[config.mk]
export PLATFORM = sky130hd
export DESIGN_NAME = scsa_classify
export DESIGN_NICKNAME = d
export VERILOG_FILES = /design/src/hw/rtl/scsa_pkg.sv /design/src/hw/rtl/scsa_classify.sv
export SDC_FILE = /design/constraint.sdc
export NUM_CORES = 1
export LEC_CHECK = 0
export ABC_AREA = 1
export BUFFER_PORTS_ARGS = -buffer_cell sky130_fd_sc_hd__buf_2
export CORE_MARGIN = 1.5
export CORE_UTILIZATION = 40
export DETAILED_ROUTE_END_ITERATION = 12
export HOLD_SLACK_MARGIN = 0.15
export PLACE_DENSITY = 0.57
export SLEW_MARGIN = 20
export SYNTH_ARGS = -nofsm -noshare
export SYNTH_HDL_FRONTEND = slang
export SYNTH_SLANG_ARGS = --single-unit
[constraint.sdc]
create_clock -name clk -period 3.52 [get_ports clk]
set_clock_uncertainty 0.15 [all_clocks]
set_input_delay 0.176 -clock clk [delete_from_list [all_inputs] [get_ports clk]]
set_output_delay 0.176 -clock clk [all_outputs]
set_load 0.005 [all_outputs]
[src/hw/rtl/scsa_pkg.sv]
// ---------------------------------------------------------------------------
// scsa_pkg
// shared types and codes of the size class slab allocator
// ---------------------------------------------------------------------------
`default_nettype none
package scsa_pkg;

	// result status codes
	localparam logic [1:0] STATUS_ALLOC   = 2'd0;
	localparam logic [1:0] STATUS_TOO_BIG = 2'd1;
	localparam logic [1:0] STATUS_NO_POOL = 2'd2;
	localparam logic [1:0] STATUS_FREED   = 2'd3;

	// operation codes
	localparam logic OP_ALLOC = 1'b0;
	localparam logic OP_FREE  = 1'b1;

	// configuration register indexes
	localparam logic [1:0] REG_BLOCK_BYTES  = 2'd0;
	localparam logic [1:0] REG_HEADER_BYTES = 2'd1;
	localparam logic [1:0] REG_TOP_LEVEL    = 2'd2;

	// classifier status toward the sequencer
	typedef struct packed {
		logic done;
		logic too_big;
	} cls_stat_t;

endpackage
`default_nettype wire

[src/hw/rtl/scsa_classify.sv]
// ---------------------------------------------------------------------------
// scsa_classify
// size class search: one shift and compare per cycle
// ---------------------------------------------------------------------------
`default_nettype none
module scsa_classify #(
	parameter int LEVELS = 8
) (
	input  wire                                   clk,
	input  wire                                   arst_n,
	input  wire                                   start,
	input  wire  [19:0]                           request_len,
	input  wire  [15:0]                           block_bytes,
	input  wire  [7:0]                            header_bytes,
	input  wire  [((LEVELS > 1) ? $clog2(LEVELS) : 1)-1:0] eff_top,
	output scsa_pkg::cls_stat_t                   stat,
	output logic [((LEVELS > 1) ? $clog2(LEVELS) : 1)-1:0] cls
);
	localparam int LW = (LEVELS > 1) ? $clog2(LEVELS) : 1;
	localparam int CW = (16 + LEVELS > 21) ? 16 + LEVELS : 21;

	logic          busy_q;
	logic [20:0]   sm1_q;
	logic [CW-1:0] dsh_q;
	logic [LW-1:0] cls_q;
	logic [20:0]   sum;
	logic [15:0]   div;
	logic          ge;

	assign sum = 21'(request_len) + 21'(header_bytes);
	assign div = (block_bytes == 16'd0) ? 16'd1 : block_bytes;
	assign ge  = CW'(sm1_q) >= dsh_q;

	assign stat.done    = busy_q && (!ge || cls_q == eff_top);
	assign stat.too_big = ge;
	assign cls          = cls_q;

	always_ff @(posedge clk or negedge arst_n) begin
		if (!arst_n) begin
			busy_q <= 1'b0;
		end else if (start) begin
			busy_q <= 1'b1;
		end else if (stat.done) begin
			busy_q <= 1'b0;
		end
	end

	always_ff @(posedge clk) begin
		if (start) begin
			sm1_q <= (sum == 21'd0) ? 21'd0 : sum - 21'd1;
			dsh_q <= CW'(div) << 1;
			cls_q <= '0;
		end else if (busy_q && ge && cls_q != eff_top) begin
			cls_q <= cls_q + LW'(1);
			dsh_q <= dsh_q << 1;
		end
	end

endmodule
`default_nettype wire
==> impl_metrics.tcl, run 1 <==
set metrics [dict create \
    cp-end-kind "register" \
    grt_pass1_vias 3577 \
    critPathArrivalTime_ps 2480 \
    drive_gt1_frac 0.175 \
    dp_cells 756 \
    synthArstFlopShare 0.0208 \
    fin_cells 783 \
    wl_per_cell_um 11.7 \
    startpoint_type "register" \
    core-area_um2 9770 \
    ys_seq_area_frac 0.331 \
    die_h_um 103 \
    fmax_mhz 364 \
    start_util 0.413 \
    maxSlewHeadroom 0.550 \
    finalNetCount 730 \
    ir_drop_v 0.000222 \
    synth_edf_count 37 \
    dpl.hpwl_um 7360 \
    hold_path.class "in -> reg" \
    grt.overflow.total 0 \
    finalPower_mw 1.93 \
    p_per_area_nw_per_um2 410 \
    drt_pass1_iterations 4 \
    cts_tree "built" \
    vias_per_cell 4.82 \
    die_x_um 103 \
    die_area_um2 10700 \
    cts_resized 0 \
    postRouteAntennaNets 0 \
    cts.clk_slew.worst_paths_ps 80 \
    mostFrequentLayoutCell "nand2_1" \
    cts_buffer_depth 2 \
    numCtsBuffers 5 \
    floorplan.io_pins 55 \
    cts.sinks 48 \
    fin_util 0.481 \
    ys_seq_elements 48 \
    critPathRequiredTime_ps 3250 \
    grt_max_degree 57 \
    fp-row-count 36 \
    setup_slack_ps 770 \
    fin_tns_setup_ps 0 \
    grt_pass1_wl_um 15500 \
    io_buffers 54 \
    cts_setup_buffers 0 \
    syn2layout_area_growth_pct 16.6 \
    gp_congestion 0.812 \
    drv_slew 0 \
    grtUsageTotal 0.180 \
    preCtsSetupSlack_ps 548 \
    yosysUniqueCellTypes 40 \
    outcome "finished, final reports clean" \
    num_vias 3772 \
    p_clk_frac 0.156 \
    finalHoldViolations 0 \
    power_leakage_nw 2.32 \
    syn_nets 656 \
    switchingPower_mw 0.711 \
    layout_min_cycle_time_ps 2750 \
    syn-instance-count 575 \
    antenna_found_initial 0 \
    cts-root-buf "clkbuf_8" \
    p_comb_frac 0.411 \
    drt_iter0_markers 192 \
    fin_crit_sh 0.781 \
    max_cap_viol_count 0 \
    p_int_mw 1.22 \
    tightest_slew_ps 673 \
    synth_flop_cell "edfxtp_1" \
    postSynthAreaPerCell_um2 7.01 \
    rsz0062_at_grt "false" \
    pwr-share-seq 0.432 \
    htreeDepth 2 \
    place_area_um2 4430 \
    fin_hold_ws_ps 169 \
    switching_share 0.369 \
    num_antenna_cells 0 \
    most-common-layout-cells "189 x nand2_1, 85 x inv_1, 54 x buf_2, 39 x nand3_1, 37 x edfxtp_1" \
    mappedNetlistArea_um2 4030 \
    finalSetupViolations 0 \
    post-route-cell-area_um2 4700 \
    insertion_delay_ps 290 \
    yosysWarningCount 0 \
    drc 0 \
    critPathKind "reg -> reg" \
    path_max_fanout 16 \
    wl_um 9160 \
]
state kept, by name (all words and copies together), names as in the netlist:
name and flops:
dsh_q 23, cls 3, sm1_q 21, busy_q 1
cells by family (layout without fill, tap and decap cells):
logic type | after synthesis | in the layout | synth area share
adder cells (fa/ha/maj) | 31 | 31 | 0.0980
AND/OR/NAND/NOR | 340 | 340 | 0.392
buffers and inverters | 98 | 173 | 0.0968
XOR/XNOR | 6 | 6 | 0.0130
flip-flops | 48 | 48 | 0.331
AO/OA/AOI/OAI | 52 | 52 | 0.0689
power groups by stage:
stage               sequential, mW  clock, mW  combinational [mW]
floorplan                    0.829          0               0.570
global placement             0.843          0               0.754
detailed placement           0.847          0               0.781
CTS                          0.836      0.317               0.800
global route                 0.848      0.342               0.927
finish                       0.834      0.301               0.794
worst max-delay path: stages, from the launching register on:
cell and delay, ps:
edfxtp_1 370, inv_1 90, ha_1 250, nand2_1 80, nor2_1 40, a211oi_1 210, o21ai_0 170, nand2_1 100
nand4_1 280, nand3_1 190, nand2_1 410
routing by layer:
layer / GRT usage / wire (um) / up-vias
li1: - / - / 2011
met4: 0.0301 / 48 / 0
met2: 0.333 / 4300 / 84
met3: 0.0188 / 364 / 6
met5: 0 / 0 / -
met1: 0.229 / 4450 / 1671
Yosys cell counts (2+ instances only):
cell type | instances | share of area
inv_2 | 5 | 0.0047
nand2_2 | 10 | 0.016
buf_2 | 2 | 0.0025
or2_2 | 2 | 0.0031
o21ai_0 | 21 | 0.026
inv_1 | 85 | 0.079
ha_1 | 30 | 0.093
nor2_4 | 4 | 0.011
nor4_1 | 4 | 0.0062
nor3_1 | 6 | 0.0074
nand3b_1 | 2 | 0.0037
nand3_1 | 39 | 0.048
nand4_2 | 2 | 0.0062
nand4_1 | 17 | 0.026
nand3_2 | 4 | 0.0099
nor2_2 | 23 | 0.036
xor2_1 | 2 | 0.0043
xnor2_1 | 4 | 0.0087
clkbuf_1 | 4 | 0.0037
nor2_1 | 33 | 0.031
dfxtp_1 | 10 | 0.050
a21oi_1 | 24 | 0.030
nand2_1 | 189 | 0.18
edfxtp_1 | 37 | 0.28
final timing paths:
path                                        start  slack (ps)  cells past startpoint                      to
min in group asynchronous                  arst_n         560                      3      busy_q$_DFFE_PN0P_
min                               header_bytes[0]         170                      3  sm1_q[0]$_SDFFCE_PN0P_
max                            dsh_q[3]$_DFFE_PP_         770                     10     dsh_q[13]$_DFFE_PP_
min reg2reg                dsh_q[22]$_SDFFE_PP0P_         320                      2  dsh_q[22]$_SDFFE_PP0P_
max reg2reg                    dsh_q[3]$_DFFE_PP_         770                     10     dsh_q[13]$_DFFE_PP_
max in group asynchronous                  arst_n        2550                      3      busy_q$_DFFE_PN0P_
area by class of cell:
type	count	area, um2
fillers	1011	5070
multi-input cells	429	2310
flip-flops and latches	48	1340
repair buffers	75	475
inverters	90	338
well taps	133	166
clock buffers	8	80.1
repair_timing:
action	CTS	global route
setup endpoints to repair	0	0
endpoints found under the hold margin	21	0
hold buffers	19	0
Power figures use the tool's default switching activity.
==> inputs of run 2 (changes only) <==
--- a/config.mk
+++ b/config.mk
@@ -5,7 +5,7 @@
 export SDC_FILE = /design/constraint.sdc
 export NUM_CORES = 1
 export LEC_CHECK = 0
-export ABC_AREA = 1
+export ABC_AREA = 0
 export BUFFER_PORTS_ARGS = -buffer_cell sky130_fd_sc_hd__buf_2
 export CORE_MARGIN = 1.5
 export CORE_UTILIZATION = 40
==> constraint.sdc (replaced) <==
create_clock -name clk -period 2.8 [get_ports clk]
set_clock_uncertainty 0.15 [all_clocks]
set_input_delay 0.14 -clock clk [delete_from_list [all_inputs] [get_ports clk]]
set_output_delay 0.14 -clock clk [all_outputs]
set_load 0.005 [all_outputs]
==> run 2 against run 1 <==
Effect of this change:
- the run now ends with negative setup slack left
- cell area grew 11%
- clock power grew 28%
- area after synthesis shrank 6.5%
- cell count shrank 18%
- largest cell class unchanged
==> impl_metrics.tcl, run 2 <==
set metrics [dict create \
    largest_reg_flops 23 \
    grt.overflow.total 0 \
    syn-instance-count 384 \
    die_x_um 100 \
    cts_tree "built" \
    netlist_top_cells_count "37 x edfxtp_1, 33 x inv_1, 31 x nand2_1" \
    critPathKind "in -> reg" \
    drt_pass1_iterations 4 \
    outcome "complete, but fails checks" \
    num_antenna_cells 0 \
    maxSlewHeadroom 0.632 \
    path_max_fanout 5 \
    preCtsSetupSlack_ps -443 \
    num_vias 3195 \
    core-area_um2 9200 \
    rsz0062_at_grt "true" \
    finalSetupViolations 20 \
    ys_seq_area_frac 0.354 \
    insertion_delay_ps 290 \
    syn_nets 465 \
    synth_most_common_cell "edfxtp_1" \
    die_area_um2 10000 \
    ys_seq_elements 48 \
    yosysTopAreaCell "edfxtp_1" \
    syn2layout_area_growth_pct 38.2 \
    critPathArrivalTime_ps 2780 \
    grt_max_degree 36 \
    max_cap_viol_count 0 \
    synthTopCellsByArea "edfxtp_1 29%, ha_1 10%, xnor2_1 6.0%, dfxtp_1 5.3%, inv_1 3.3%" \
    synth_edf_count 37 \
    nFillCells 789 \
    failed_checks "negative setup slack" \
    finalNetCount 608 \
    vias_per_cell 5.00 \
    yosysWarningCount 0 \
    drive_gt1_frac 0.377 \
    fin_hold_ws_ps 260 \
    drt_iter0_markers 88 \
    gp_congestion 0.771 \
    p_per_area_nw_per_um2 403 \
    tightest_slew_ps 547 \
    post-route-cell-area_um2 5210 \
    cp-end-kind "register" \
    setup_slack_ps -79.4 \
    critPathRequiredTime_ps 2700 \
    startpoint_type "primary input" \
    htreeDepth 2 \
    hold_path.class "in -> reg" \
    numCtsBuffers 5 \
    postSynthAreaPerCell_um2 9.82 \
    finalHoldViolations 0 \
    layout_min_cycle_time_ps 2880 \
    cts.clk_slew.worst_paths_ps 80 \
    synthArstFlopShare 0.0208 \
    max_flop_register "dsh_q" \
    cts.sinks 48 \
    synth.top_cell.area_share 0.295 \
    ir_drop_v 0.000180 \
    dpl.hpwl_um 6290 \
    start_util 0.410 \
    yosysUniqueCellTypes 72 \
    fin_crit_sh 1.03 \
    grt_pass1_vias 3180 \
    drv_slew 0 \
    io_buffers 54 \
    drc 0 \
    die_h_um 100 \
    synth_flop_cell "edfxtp_1" \
    mostFrequentLayoutCell "buf_4" \
    cts-root-buf "clkbuf_8" \
    cts_buffer_depth 2 \
    grtUsageTotal 0.169 \
    grt_pass1_wl_um 13900 \
    place_area_um2 4610 \
    mappedNetlistArea_um2 3770 \
    antenna_found_initial 0 \
    floorplan.io_pins 55 \
    fp-row-count 35 \
    fmax_mhz 347 \
    most-common-layout-cells "63 x buf_4, 52 x buf_2, 37 x edfxtp_1, 32 x inv_1, 31 x nand2_1" \
    wl_per_cell_um 12.9 \
    wl_um 8220 \
    power_leakage_nw 2.16 \
    postRouteAntennaNets 0 \
]
## run 2: changes by cell type in the layout (fill, tap and decap cells not counted), sizes merged, moves of 5 or more
cell	change
xnor2	+22
dlygate4sd3	+5
nor2	-25
nand2	-169
mux2i	+7
inv	-57
buf	+67
nand3	-29
a21oi	-9
nand4	-13
a21o	+8
nor3	+8
## run 2: kinds of logic (layout without fill, tap and decap cells)
| group | count (synthesis) | in the layout | synth area share |
|---|---|---|---|
| AOI/OAI and AO/OA | 79 | 79 | 0.168 |
| xor gates and xnor gates | 30 | 30 | 0.0697 |
| adders and majority gates | 31 | 31 | 0.105 |
| buffers and inverters | 45 | 189 | 0.0577 |
| DFF | 48 | 48 | 0.354 |
| muxes | 10 | 10 | 0.0275 |
| and+or+nand+nor | 141 | 141 | 0.218 |
## run 2: worst paths after layout
kind	startpoint	to	slack, ps	depth (start not counted)
max in group asynchronous	arst_n	busy_q$_DFFE_PN0P_	1860	3
min in group asynchronous	arst_n	busy_q$_DFFE_PN0P_	530	3
worst min-delay path	request_len[19]	sm1_q[19]$_SDFFCE_PN0P_	260	4
worst max-delay path	request_len[0]	sm1_q[2]$_SDFFCE_PN0P_	-80	16
worst min register to register	dsh_q[22]$_SDFFE_PP0P_	dsh_q[22]$_SDFFE_PP0P_	320	1
worst max register to register	dsh_q[20]$_SDFFE_PP0P_	dsh_q[10]$_DFFE_PP_	180	9
## run 2: stage by stage
| step | cells | utilization | total power [mW] | setup TNS (ps) |
|---|---|---|---|---|
| 4_1_cts | 633 | 0.544 | 2.08 | -62.8 |
| 6_report | 639 | 0.567 | 2.10 | -1240 |
| 3_3_place_gp | 599 | 0.502 | 1.64 | -6420 |
| 3_5_place_dp | 599 | 0.502 | 1.66 | -8650 |
| 2_1_floorplan | 384 | - | 1.39 | -6350 |
| 5_1_grt | 639 | 0.567 | 2.25 | -2900 |
## run 2: cell type report
class,count,area (um2),share of cell area
tap,111,139,0.0266
multi-input combinational,291,2410,0.462
clock inverter,1,5.00,0.000960
timing repair buffer,148,1120,0.215
clock buffer,7,76.3,0.0146
sequential,48,1340,0.256
inverter,33,124,0.0238
## run 2: per-layer routing
layer	part of all wire	vias up	track usage	routed length, um
li1	-	1683	-	-
met1	0.47	1445	0.214	3870
met2	0.50	60	0.304	4070
met3	0.024	7	0.0195	199
met4	0.0095	0	0.0488	78
met5	0	-	0	0
## run 2: critical path: stages
cell	delay [ps]
buf_6	70
ha_4	120
inv_2	30
fa_2	330
and2b_2	260
o221ai_4	120
buf_6	150
a21oi_4	130
and3_4	210
o2111ai_4	140
buf_6	160
nor4_4	300
nor3b_4	240
buf_6	160
clkbuf_16	160
a21oi_2	30
## run 2: power by group
group          leakage (nW)  internal (mW)  switching [mW]
Combinational          1.65          0.404           0.394
Sequential            0.463          0.879          0.0377
Clock                0.0422          0.175           0.209
## run 2: timing repair
action | 4_1_cts | 5_1_grt
gates resized for setup | 7 | 29
cloned | 1 | 1
hold buffers | 24 | 0
pin swaps | 3 | 12
endpoints found under the hold margin | 22 | 0
endpoints found under the setup margin | 20 | 37
setup buffers | 1 | 5
==> inputs of run 3 (changes only) <==
--- a/config.mk
+++ b/config.mk
@@ -9,6 +9,7 @@
 export BUFFER_PORTS_ARGS = -buffer_cell sky130_fd_sc_hd__buf_2
 export CORE_MARGIN = 1.5
 export CORE_UTILIZATION = 40
+export CTS_BUF_LIST = sky130_fd_sc_hd__clkbuf_8
 export DETAILED_ROUTE_END_ITERATION = 12
 export HOLD_SLACK_MARGIN = 0.15
 export PLACE_DENSITY = 0.57
==> run 3 against run 2 <==
Effect of this change:
- the flow still finishes with violations (negative setup slack)
- via count down 0.19%
- non-clock buffer count up 1
- register-to-register slack about the same
- die area unchanged
- cell area down 0.50%
==> impl_metrics.tcl, run 3 (synthesis results as in run 2) <==
set metrics [dict create \
    fin_crit_sh 1.02 \
    finalHoldViolations 0 \
    drive_gt1_frac 0.378 \
    critPathArrivalTime_ps 2750 \
    fin_cells 640 \
    gp_congestion 0.771 \
    cts-root-buf "clkbuf_8" \
    insertion_delay_ps 290 \
    path_max_fanout 5 \
    finalNetCount 609 \
    die_h_um 100 \
    dpl.hpwl_um 6290 \
    drt_pass1_iterations 4 \
    mostFrequentLayoutCell "buf_4" \
    nFillCells 793 \
    hold_path.class "in -> reg" \
    start_util 0.410 \
    largest_reg_flops 23 \
    critPathKind "in -> reg" \
    preCtsSetupSlack_ps -443 \
    failed_checks "negative setup slack" \
    grtUsageTotal 0.169 \
    wl_per_cell_um 12.8 \
    layout_min_cycle_time_ps 2850 \
    core-area_um2 9200 \
    critPathRequiredTime_ps 2700 \
    cts_tree "built" \
    finalSetupViolations 20 \
    postRouteAntennaNets 0 \
    fmax_mhz 351 \
    grt_max_degree 36 \
    p_per_area_nw_per_um2 401 \
    tightest_slew_ps 521 \
    vias_per_cell 4.98 \
    die_area_um2 10000 \
    num_antenna_cells 0 \
    fp-row-count 35 \
    wl_um 8180 \
    switchingPower_mw 0.634 \
    max_flop_register "dsh_q" \
    cts.clk_slew.worst_paths_ps 80 \
    die_x_um 100 \
    ir_drop_v 0.000178 \
    switching_share 0.305 \
    cp-end-kind "register" \
    p_int_mw 1.45 \
    setup_slack_ps -50.4 \
    rsz0062_at_grt "true" \
    grt_pass1_vias 3178 \
    floorplan.io_pins 55 \
    outcome "complete, but fails checks" \
    finalPower_mw 2.08 \
    grt_pass1_wl_um 13900 \
    io_buffers 54 \
    htreeDepth 2 \
    p_clk_frac 0.181 \
    antenna_found_initial 0 \
    dp_cells 599 \
    startpoint_type "primary input" \
    most-common-layout-cells "64 x buf_4, 52 x buf_2, 37 x edfxtp_1, 34 x inv_1, 31 x nand2_1" \
    num_vias 3189 \
    ff_latch_area_um2 1340 \
    grt.overflow.total 0 \
    syn2layout_area_growth_pct 37.5 \
    multiInputGateArea_um2 2380 \
    max_cap_viol_count 0 \
    cts_buffer_depth 2 \
    numCtsBuffers 5 \
    p_comb_frac 0.378 \
    cts.sinks 48 \
    drt_iter0_markers 79 \
    power_leakage_nw 2.17 \
    drv_slew 0 \
    pwr-share-seq 0.441 \
    drc 0 \
    maxSlewHeadroom 0.650 \
]
run 3: cell count changes in the layout (fill, tap and decap cells not counted):
cell       previous run  this run
a2111oi_2             1         2
a2111oi_4             2         1
buf_4                63        64
clkbuf_1              2         0
inv_1                32        34
nor2_2               13        16
nor2_4                3         0
nor3_2                6         7
nor3_4                1         0
run 3: timing repair:
| action | CTS | global route |
|---|---|---|
| setup endpoints to repair | 20 | 37 |
| gates cloned | 1 | 1 |
| hold endpoints to repair | 22 | 0 |
| pin swaps | 4 | 7 |
| gates resized for setup | 7 | 24 |
| hold buffers | 24 | 0 |
| setup buffers | 1 | 6 |
run 3: area by class of cell:
type	count	area share
Clock buffer	5	0.0133
Multi-Input combinational cell	291	0.458
Tap cell	111	0.0268
Clock inverter	3	0.00241
Timing Repair Buffer	149	0.218
Sequential cell	48	0.258
Inverter	33	0.0239
run 3: worst paths after layout:
path                       cells past startpoint                       to                    from  slack, ps
max                                           16   sm1_q[9]$_SDFFCE_PN0P_          request_len[0]        -50
min                                            4  sm1_q[19]$_SDFFCE_PN0P_         request_len[19]        260
max reg2reg                                    9      dsh_q[10]$_DFFE_PP_  dsh_q[20]$_SDFFE_PP0P_        180
min reg2reg                                    1   dsh_q[22]$_SDFFE_PP0P_  dsh_q[22]$_SDFFE_PP0P_        320
max in group asynchronous                      3       busy_q$_DFFE_PN0P_                  arst_n       1860
min in group asynchronous                      3       busy_q$_DFFE_PN0P_                  arst_n        530
run 3: critical path: stages:
cell and delay [ps]:
buf_6 70, ha_4 120, inv_2 30, fa_2 330, and2b_2 260, o221ai_4 120
buf_6 150, a21oi_4 130, and3_4 210, o2111ai_4 140, buf_6 160, nor4_4 290
nor3b_4 240, buf_6 170, clkbuf_16 150, nor2_2 40
run 3: routing by layer:
metal,part of all wire,vias up,track usage
li1,-,1687,-
met1,0.47,1437,0.214
met2,0.49,58,0.304
met3,0.024,7,0.0195
met4,0.0095,0,0.0488
met5,0,-,0
run 3: power by group through the flow:
stage / registers (mW) / clock network, mW / logic (mW)
2_1_floorplan: 0.923 / 0 / 0.466
3_3_place_gp: 0.931 / 0 / 0.708
3_5_place_dp: 0.933 / 0 / 0.729
4_1_cts: 0.917 / 0.394 / 0.763
5_1_grt: 0.927 / 0.420 / 0.883
6_report: 0.917 / 0.377 / 0.786
run 3: per-stage QoR:
step | utilization | setup TNS [ps] | hold WS (ps) | area [um2]
after CTS | 0.544 | -71.9 | 232 | 5000
after global routing | 0.564 | -2640 | 310 | 5190
after floorplan | - | -6350 | -306 | 3810
final | 0.564 | -668 | 257 | 5190
after global placement | 0.502 | -6420 | -235 | 4610
after detailed placement | 0.502 | -8650 | -235 | 4610
